**config.mk**
```make
export PLATFORM = sky130hd
export DESIGN_NAME = reverb_slot_crossfade_flat
export DESIGN_NICKNAME = d
export VERILOG_FILES = /design/src/design/rsx_pkg.sv /design/src/design/rsx_chan_if.sv /design/src/design/reverb_slot_crossfade.sv /design/src/design/rsx_ctrl.sv /design/src/design/rsx_dp.sv /design/src/flat_wrapper.sv
export SDC_FILE = /design/constraint.sdc
export NUM_CORES = 2
export LEC_CHECK = 0
export BUFFER_PORTS_ARGS = -buffer_cell sky130_fd_sc_hd__buf_2
export CAP_MARGIN = 20
export CORE_ASPECT_RATIO = 1.75
export CORE_MARGIN = 8
export CORE_UTILIZATION = 45
export DETAILED_ROUTE_END_ITERATION = 16
export PLACE_DENSITY = 0.65
export SYNTH_ARGS = -nofsm -noshare
export SYNTH_HDL_FRONTEND = slang
export SYNTH_SLANG_ARGS = --single-unit
```
**constraint.sdc**
```tcl
create_clock -name clk -period 14.9 [get_ports clk]
set_input_delay 0.745 -clock clk [delete_from_list [all_inputs] [get_ports clk]]
set_output_delay 0.745 -clock clk [all_outputs]
set_load 0.02 [all_outputs]
```
**src/design/rsx_pkg.sv**
```systemverilog
// types and constants of the reverb slot crossfade
// no dependencies
package rsx_pkg;

	localparam int GAIN_W    = 16;
	localparam int TIME_W    = 20;
	localparam int ROOM_W    = 6;
	localparam int NUM_W     = GAIN_W + TIME_W;
	localparam int DIV_STEPS = GAIN_W;
	localparam int CNT_W     = $clog2(DIV_STEPS);

	localparam logic [1:0]        SLOTS_RESET = 2'd2;
	localparam logic [GAIN_W-1:0] MIX_RESET   = 16'd24904;
	localparam logic [TIME_W-1:0] FADE_RESET  = 20'd250000;

	typedef enum logic [1:0] {
		REG_SLOT_COUNT     = 2'd0,
		REG_REVERB_DISABLE = 2'd1,
		REG_MIX_LEVEL      = 2'd2,
		REG_FADE_TIME      = 2'd3
	} rsx_reg_t;

	typedef struct packed {
		logic [ROOM_W-1:0] room_id;
		logic [TIME_W-1:0] frame_time;
	} rsx_in_t;

	typedef struct packed {
		logic [GAIN_W-1:0] gain_slot_a;
		logic [GAIN_W-1:0] gain_slot_b;
		logic              active_slot;
		logic [ROOM_W-1:0] preset_index;
		logic              preset_load;
	} rsx_out_t;

	typedef struct packed {
		rsx_reg_t          index;
		logic [TIME_W-1:0] value;
	} rsx_cfg_t;

	typedef enum logic [2:0] {
		ST_IDLE,
		ST_PREP,
		ST_MUL_A,
		ST_MUL_B,
		ST_DIV,
		ST_FIN,
		ST_DONE
	} rsx_state_t;

	typedef struct packed {
		logic start;
		logic prep;
		logic mul_a;
		logic mul_b;
		logic div_step;
		logic fin;
		logic out_load;
		logic slot;
	} rsx_cmd_t;

	typedef struct packed {
		logic two_slot;
		logic need_div;
		logic out_free;
	} rsx_stat_t;

endpackage

```
**src/design/rsx_chan_if.sv**
```systemverilog
// valid/ready channel carrying one payload item
// payload type set per instance
interface rsx_chan_if #(parameter type payload_t = logic);
	logic     valid;
	logic     ready;
	payload_t data;

	modport source (output valid, output data, input ready);
	modport sink (input valid, input data, output ready);
endinterface

```
**src/design/reverb_slot_crossfade.sv**
```systemverilog
// Reverb preset selection with a two-slot linear gain crossfade. One item is one frame tick;
// each item gives one result with both slot gains, the active slot and the chosen preset.
// An item goes from accept straight to the result step when one or no slot is in use, and
// through a setup step per slot when both slots are in use and no fade needs an
// interpolated gain. A slot that is mid-fade passes through a setup step, two passes through
// the single 16x20 multiplier, the 16-step restoring divider (one quotient bit per cycle)
// and a write-back. Slots are handled in turn, and a new item is taken the cycle after the
// result is loaded. The result sits in an output register, so the next item is taken while
// it waits. Configuration writes are always ready and must only be issued while the block
// is idle.
module reverb_slot_crossfade import rsx_pkg::*; #(
	parameter int ROOM_COUNT = 29
) (
	input logic        clk,
	input logic        arst_n,
	rsx_chan_if.sink   in,
	rsx_chan_if.source out,
	rsx_chan_if.sink   cfg
);

	rsx_cmd_t  cmd;
	rsx_stat_t stat;

	assign cfg.ready = 1'b1;

	rsx_ctrl u_ctrl (
		.clk      (clk),
		.arst_n   (arst_n),
		.in_valid (in.valid),
		.in_ready (in.ready),
		.stat     (stat),
		.cmd      (cmd)
	);

	rsx_dp #(
		.ROOM_COUNT (ROOM_COUNT)
	) u_dp (
		.clk       (clk),
		.arst_n    (arst_n),
		.in_data   (in.data),
		.cfg_valid (cfg.valid),
		.cfg_data  (cfg.data),
		.out_ready (out.ready),
		.out_valid (out.valid),
		.out_data  (out.data),
		.cmd       (cmd),
		.stat      (stat)
	);

endmodule

```
**src/design/rsx_ctrl.sv**
```systemverilog
// sequencer of the reverb slot crossfade: item accept, per-slot fade steps, result hand-off
// depends on rsx_pkg
module rsx_ctrl import rsx_pkg::*; (
	input  logic      clk,
	input  logic      arst_n,
	input  logic      in_valid,
	output logic      in_ready,
	input  rsx_stat_t stat,
	output rsx_cmd_t  cmd
);

	rsx_state_t       state_q, state_d;
	logic             slot_q, slot_d;
	logic [CNT_W-1:0] cnt_q, cnt_d;

	always_ff @(posedge clk or negedge arst_n) begin
		if (!arst_n) begin
			state_q <= ST_IDLE;
			slot_q  <= 1'b0;
			cnt_q   <= '0;
		end else begin
			state_q <= state_d;
			slot_q  <= slot_d;
			cnt_q   <= cnt_d;
		end
	end

	always_comb begin
		state_d  = state_q;
		slot_d   = slot_q;
		cnt_d    = cnt_q;
		in_ready = 1'b0;
		cmd      = '0;
		cmd.slot = slot_q;
		unique case (state_q)
			ST_IDLE: begin
				in_ready = 1'b1;
				if (in_valid) begin
					cmd.start = 1'b1;
					slot_d    = 1'b0;
					state_d   = stat.two_slot ? ST_PREP : ST_DONE;
				end
			end
			ST_PREP: begin
				cmd.prep = 1'b1;
				if (stat.need_div) begin
					state_d = ST_MUL_A;
				end else if (!slot_q) begin
					slot_d = 1'b1;
				end else begin
					state_d = ST_DONE;
				end
			end
			ST_MUL_A: begin
				cmd.mul_a = 1'b1;
				state_d   = ST_MUL_B;
			end
			ST_MUL_B: begin
				cmd.mul_b = 1'b1;
				cnt_d     = '0;
				state_d   = ST_DIV;
			end
			ST_DIV: begin
				cmd.div_step = 1'b1;
				cnt_d        = cnt_q + 1'b1;
				if (cnt_q == CNT_W'(DIV_STEPS - 1)) state_d = ST_FIN;
			end
			ST_FIN: begin
				cmd.fin = 1'b1;
				if (!slot_q) begin
					slot_d  = 1'b1;
					state_d = ST_PREP;
				end else begin
					state_d = ST_DONE;
				end
			end
			ST_DONE: begin
				if (stat.out_free) begin
					cmd.out_load = 1'b1;
					state_d      = ST_IDLE;
				end
			end
			default: state_d = ST_IDLE;
		endcase
	end

endmodule

```
**src/design/rsx_dp.sv**
```systemverilog
// datapath of the reverb slot crossfade: registers, slot faders, shared multiplier and divider
// depends on rsx_pkg
module rsx_dp import rsx_pkg::*; #(
	parameter int ROOM_COUNT = 29
) (
	input  logic      clk,
	input  logic      arst_n,
	input  rsx_in_t   in_data,
	input  logic      cfg_valid,
	input  rsx_cfg_t  cfg_data,
	input  logic      out_ready,
	output logic      out_valid,
	output rsx_out_t  out_data,
	input  rsx_cmd_t  cmd,
	output rsx_stat_t stat
);

	localparam int RC_W = ROOM_W + 1;

	// configuration
	logic [1:0]        slot_count_q;
	logic              reverb_disable_q;
	logic [GAIN_W-1:0] mix_level_q;
	logic [TIME_W-1:0] fade_time_q;

	// slot state
	logic [GAIN_W-1:0] gain_q [2];
	logic [GAIN_W-1:0] start_q [2];
	logic [GAIN_W-1:0] last_tgt_q [2];
	logic [TIME_W-1:0] elapsed_q [2];
	logic              cur_q;
	logic [ROOM_W-1:0] last_room_q;

	// item and arithmetic
	logic [TIME_W-1:0] ft_q;
	logic [ROOM_W-1:0] preset_q;
	logic              load_q;
	logic [NUM_W-1:0]  acc_q;
	logic [TIME_W-1:0] rem_q;
	logic [GAIN_W-1:0] quo_q;
	logic              out_valid_q;
	rsx_out_t          out_q;

	logic              room_ok;
	logic              room_chg;
	logic [GAIN_W-1:0] tgt;
	logic              tgt_chg;
	logic [TIME_W-1:0] el_eff;
	logic [TIME_W:0]   e_sum;
	logic              reach;
	logic [GAIN_W-1:0] mul_x;
	logic [TIME_W-1:0] mul_y;
	logic [NUM_W-1:0]  prod;
	logic [NUM_W-1:0]  sum_b;
	logic [TIME_W:0]   div_r;
	logic              div_ge;
	logic [TIME_W:0]   div_n;

	assign room_ok = (in_data.room_id != '0)
		&& ({1'b0, in_data.room_id} < RC_W'(ROOM_COUNT)) && !reverb_disable_q;
	assign room_chg = in_data.room_id != last_room_q;

	// active slot aims at mix level, the other at zero
	assign tgt     = (cmd.slot == cur_q) ? mix_level_q : '0;
	assign tgt_chg = last_tgt_q[cmd.slot] != tgt;
	assign el_eff  = tgt_chg ? '0 : elapsed_q[cmd.slot];
	assign e_sum   = {1'b0, el_eff} + {1'b0, ft_q};
	assign reach   = e_sum >= {1'b0, fade_time_q};

	assign mul_x = cmd.mul_b ? tgt : start_q[cmd.slot];
	assign mul_y = cmd.mul_b ? elapsed_q[cmd.slot] : fade_time_q - elapsed_q[cmd.slot];
	assign prod  = NUM_W'(mul_x) * NUM_W'(mul_y);
	assign sum_b = acc_q + prod;

	// restoring divide, one quotient bit per cycle
	assign div_r  = {rem_q, quo_q[GAIN_W-1]};
	assign div_ge = div_r >= {1'b0, fade_time_q};
	assign div_n  = div_ge ? div_r - {1'b0, fade_time_q} : div_r;

	assign stat.two_slot = slot_count_q[1];
	assign stat.need_div = (ft_q != '0) && !reach;
	assign stat.out_free = !out_valid_q || out_ready;

	assign out_valid = out_valid_q;
	assign out_data  = out_q;

	always_ff @(posedge clk or negedge arst_n) begin
		if (!arst_n) begin
			slot_count_q     <= SLOTS_RESET;
			reverb_disable_q <= 1'b0;
			mix_level_q      <= MIX_RESET;
			fade_time_q      <= FADE_RESET;
		end else if (cfg_valid) begin
			unique case (cfg_data.index)
				REG_SLOT_COUNT:     slot_count_q     <= cfg_data.value[1:0];
				REG_REVERB_DISABLE: reverb_disable_q <= cfg_data.value[0];
				REG_MIX_LEVEL:      mix_level_q      <= cfg_data.value[GAIN_W-1:0];
				REG_FADE_TIME:      fade_time_q      <= cfg_data.value;
			endcase
		end
	end

	always_ff @(posedge clk or negedge arst_n) begin
		if (!arst_n) begin
			gain_q[0]     <= MIX_RESET;
			gain_q[1]     <= '0;
			start_q[0]    <= MIX_RESET;
			start_q[1]    <= '0;
			last_tgt_q[0] <= MIX_RESET;
			last_tgt_q[1] <= '0;
			elapsed_q[0]  <= '0;
			elapsed_q[1]  <= '0;
			cur_q         <= 1'b0;
			last_room_q   <= '0;
			out_valid_q   <= 1'b0;
		end else begin
			if (cmd.start && slot_count_q[1] && room_chg) begin
				cur_q       <= !cur_q;
				last_room_q <= in_data.room_id;
			end
			if (cmd.prep) begin
				if (tgt_chg) begin
					last_tgt_q[cmd.slot] <= tgt;
					start_q[cmd.slot]    <= gain_q[cmd.slot];
				end
				if (ft_q == '0) begin
					elapsed_q[cmd.slot] <= el_eff;
				end else if (reach) begin
					elapsed_q[cmd.slot] <= fade_time_q;
					gain_q[cmd.slot]    <= tgt;
				end else begin
					elapsed_q[cmd.slot] <= e_sum[TIME_W-1:0];
				end
			end
			if (cmd.fin) gain_q[cmd.slot] <= quo_q;
			if (cmd.out_load) begin
				out_valid_q <= 1'b1;
			end else if (out_ready) begin
				out_valid_q <= 1'b0;
			end
		end
	end

	always_ff @(posedge clk) begin
		if (cmd.start) begin
			ft_q     <= in_data.frame_time;
			preset_q <= room_ok ? in_data.room_id : '0;
			load_q   <= slot_count_q[1] ? room_chg : (slot_count_q == 2'd1);
		end
		if (cmd.mul_a) acc_q <= prod + NUM_W'(fade_time_q >> 1);
		if (cmd.mul_b) begin
			rem_q <= sum_b[NUM_W-1:GAIN_W];
			quo_q <= sum_b[GAIN_W-1:0];
		end
		if (cmd.div_step) begin
			rem_q <= div_n[TIME_W-1:0];
			quo_q <= {quo_q[GAIN_W-2:0], div_ge};
		end
		if (cmd.out_load) begin
			out_q.gain_slot_a  <= gain_q[0];
			out_q.gain_slot_b  <= gain_q[1];
			out_q.active_slot  <= cur_q;
			out_q.preset_index <= preset_q;
			out_q.preset_load  <= load_q;
		end
	end

endmodule

```
**src/flat_wrapper.sv**
```systemverilog
// flat-port wrapper written by rule: the top's interface ports become plain ports
module reverb_slot_crossfade_flat import rsx_pkg::*;
#(
	parameter int ROOM_COUNT = 29
)
  (clk, arst_n, in_valid, in_data, in_ready, out_valid, out_data, out_ready, cfg_valid, cfg_data, cfg_ready);
  rsx_chan_if #(.payload_t(rsx_in_t)) in_i ();
  rsx_chan_if #(.payload_t(rsx_out_t)) out_i ();
  rsx_chan_if #(.payload_t(rsx_cfg_t)) cfg_i ();
  input logic clk;
  input logic arst_n;
  input wire logic [$bits(in_i.valid)-1:0] in_valid;
  input wire logic [$bits(in_i.data)-1:0] in_data;
  output wire logic [$bits(in_i.ready)-1:0] in_ready;
  output wire logic [$bits(out_i.valid)-1:0] out_valid;
  output wire logic [$bits(out_i.data)-1:0] out_data;
  input wire logic [$bits(out_i.ready)-1:0] out_ready;
  input wire logic [$bits(cfg_i.valid)-1:0] cfg_valid;
  input wire logic [$bits(cfg_i.data)-1:0] cfg_data;
  output wire logic [$bits(cfg_i.ready)-1:0] cfg_ready;
  assign in_i.valid = in_valid;
  assign in_i.data = in_data;
  assign in_ready = in_i.ready;
  assign out_valid = out_i.valid;
  assign out_data = out_i.data;
  assign out_i.ready = out_ready;
  assign cfg_i.valid = cfg_valid;
  assign cfg_i.data = cfg_data;
  assign cfg_ready = cfg_i.ready;
  reverb_slot_crossfade #(.ROOM_COUNT(ROOM_COUNT)) u_core (.clk(clk), .arst_n(arst_n), .in(in_i), .out(out_i), .cfg(cfg_i));
endmodule
```
==> results_dict.tcl <==
set metrics [dict create \
    cts_tree "yes" \
    drtPass1Iterations 5 \
    cts_buffers 34 \
    fmaxAchievable_ghz 0.0850 \
    wl_per_cell_um 25.1 \
    portBuffers 94 \
    viasPerCell 5.88 \
    start_util_pct 45.3 \
    gp_congestion 0.989 \
    io_pins 96 \
    grt_pass1_wl_mm 160 \
    wl_mm 106 \
    fillers 6463 \
    finalCritPeriodShare_pct 79.0 \
    final_cells 4214 \
    die_area_mm2 0.0766 \
    max-cap-violations 0 \
    ys.flop_type "dfrtp_1" \
    place_area_mm2 0.0320 \
    syn_avg_cell_area_um2 9.44 \
    cp-start-kind "flop" \
    drc 0 \
    place_hpwl_mm 84.6 \
    cts_htree_levels 2 \
    drive_gt1_share_pct 11.4 \
    syn_inst 3228 \
    ys_warn_count 0 \
    crit_fanout 17 \
    cts.sinks 330 \
    grt_max_degree 127 \
    grt_use_total_pct 27.9 \
    r2r-end "u_core.u_dp.rem_q[7]$_DFFE_PP_" \
    yosysSeqAreaShare_pct 29.5 \
    dp.cells 4151 \
    required_ns 15.18 \
    crit_path_end_kind "flop" \
    tightest_slew_ns 1.12 \
    async_flop_share_pct 57.9 \
    ys_types 86 \
    fin_skew_ns 0.0328 \
    crit_family "compound AO/OA/AOI/OAI gates" \
    min_period_ns 11.77 \
    clockRootBuffer "clkbuf_16" \
    grt_overflow_total 0 \
    reg2reg_from "u_core.u_ctrl.slot_q$_DFFE_PN0P_" \
    setup_violations 0 \
    final_nets 3846 \
    cp_slowest_cell "dfrtp_2" \
    design_area_mm2 0.0331 \
    critPathKind "flop to flop" \
    clk_pin_slew_worst_paths_ns 0.07 \
    hold_buffers 0 \
    r2r_slack_ns 3.13 \
    cp-startpoint "u_core.u_ctrl.slot_q$_DFFE_PN0P_" \
    min_path_type "primary input to asynchronous set/reset pin" \
    dieWidth_um 213 \
    status "completed" \
    rsz0062_at_grt "false" \
    fp.dieH_um 360 \
    antenna_found_initial 0 \
    report.final.slew_viol_count 0 \
    max_stage_delay_ns 0.70 \
    postCtsSetupRepairBufs 0 \
    vias 24800 \
    clk_latency_ns 0.58 \
    postRouteAntennaNets 0 \
    synth-seq-cells 330 \
    slew_headroom_pct 25.0 \
    rows 126 \
    crit_buf_inv 4 \
    core_area_mm2 0.0673 \
    cts-resized-gates 0 \
    arrival_ns 12.04 \
    setup_tns_ns 0 \
    cts_buffer_depth 3 \
    synth_edf_count 139 \
    area_delta_synth_final_pct 8.73 \
    finalHoldViolations 0 \
    syn_nets 3782 \
    grt_pass1_vias 26200 \
    drt-initial-drc-count 1800 \
    path_common_cell "a21oi_1" \
    ff2ff_path_depth 42 \
    syn_area_mm2 0.0305 \
]
cell type report:
cell class                      instances  area [µm²]  share of cell area [%]
Multi-Input combinational cell       2431       19700                    59.5
Tap cell                              896        1120                    3.38
Clock buffer                           42         911                    2.75
Antenna cell                            1        2.50                 0.00755
Timing Repair Buffer                  147         897                    2.71
Inverter                              348        1310                    3.94
Clock inverter                         19         204                   0.616
Sequential cell                       330        8990                    27.1
worst max-delay path by stage:
stage                                                  to  slack [ns]  cells after the start
after floorplan           u_core.u_dp.rem_q[19]$_DFFE_PP_        4.15                     47
after global placement     u_core.u_dp.rem_q[7]$_DFFE_PP_        3.29                     42
after detailed placement   u_core.u_dp.rem_q[7]$_DFFE_PP_        3.29                     42
after CTS                  u_core.u_dp.rem_q[7]$_DFFE_PP_        3.22                     42
after global routing       u_core.u_dp.rem_q[7]$_DFFE_PP_        2.46                     42
final                      u_core.u_dp.rem_q[7]$_DFFE_PP_        3.13                     42
worst register-to-register path, delay by kind of cell (launching register included):
family	cells	cell delay (ns)
XOR/XNOR	2	0.47
flip-flops	1	0.70
multiplexers	1	0.28
AND/OR/NAND/NOR	3	0.44
AO/OA/AOI/OAI	22	4.98
buffers and inverters	4	0.21
adder cells (fa/ha/maj)	10	4.40
logic make-up after synthesis:
kind of cell | synth area share, %
compound gates | 15.0
xor+xnor | 4.31
fa+ha+maj | 26.9
buf+inv | 5.93
flops | 29.5
mux | 4.59
other cells | 0.0246
simple gates | 13.8
flip-flops by register name, summed over array words and instances, names as in the netlist, 2 cells and up:
register,flops
u_core.u_dp.last_room_q,6
u_core.u_dp.out_data,40
u_core.u_dp.start_q,32
u_core.u_dp.fade_time_q,20
u_core.u_dp.acc_q,36
u_core.u_dp.slot_count_q,2
u_core.u_dp.elapsed_q,40
u_core.u_ctrl.cnt_q,4
u_core.u_dp.mix_level_q,16
u_core.u_dp.ft_q,20
u_core.u_dp.quo_q,16
u_core.u_dp.rem_q,20
u_core.u_dp.last_tgt_q,32
u_core.u_ctrl.state_q,3
u_core.u_dp.preset_q,6
u_core.u_dp.gain_q,32
metrics by stage:
stage | setup slack (ns) | hold WS (ns) | util [%]
6_report | 3.13 | 0.317 | 49.2
5_1_grt | 2.46 | 0.352 | 49.2
4_1_cts | 3.22 | 0.352 | 49.2
3_5_place_dp | 3.29 | 0.407 | 47.5
3_3_place_gp | 3.29 | 0.403 | 47.5
2_1_floorplan | 4.15 | 0.400 | -
routing by layer:
layer	track usage (%)	part of all wire, %	vias to the layer above
li1	-	-	11100
met1	28.1	33	12300
met2	49.2	51	938
met3	3.98	5.4	426
met4	24.6	11	0
met5	0	0	-
cell usage in the layout (no fill, tap or decap), types with 12 or more instances in the layout:
cell         n
nand2_1    418
inv_1      347
nor2_1     273
fa_1       255
ha_1       246
a21oi_1    170
dfrtp_1    162
o21ai_0    154
edfxtp_1   139
xnor2_1    101
buf_2       93
mux2_2      87
a21o_1      80
buf_4       52
xor2_1      47
nand3_1     43
mux2i_1     42
o21a_1      39
nand2b_1    34
clkbuf_16   34
nor2b_1     30
and2_1      29
o221a_2     29
dfstp_2     28
nand4_1     25
o22ai_1     24
nor3_1      22
o21ai_1     21
o21bai_1    20
a31oi_1     17
and3_1      16
o211ai_1    15
a211oi_1    14
a22oi_1     14
or3_1       12
cells in the mapped netlist, types with 24 or more instances:
library cell / n / area share [%]
nor2_1: 275 / 3.4
xnor2_1: 101 / 2.9
dfstp_2: 28 / 2.4
a21oi_1: 170 / 2.8
inv_1: 347 / 4.3
clkbuf_1: 87 / 1.1
mux2i_1: 42 / 1.4
o21ai_0: 155 / 2.5
nand3_1: 43 / 0.71
edfxtp_1: 139 / 14
nand2_1: 419 / 5.2
o21a_1: 39 / 0.96
mux2_2: 87 / 3.2
nor2b_1: 30 / 0.62
o221a_2: 29 / 1.1
fa_1: 255 / 17
a21o_1: 80 / 2.0
ha_1: 246 / 10
and2_1: 30 / 0.62
nand4_1: 25 / 0.51
o22ai_1: 24 / 0.49
nand2b_1: 34 / 0.70
dfrtp_1: 163 / 13
xor2_1: 47 / 1.4
Power is not shown: default switching activity piles up to over one toggle a cycle in this logic, so the estimate is an artifact.
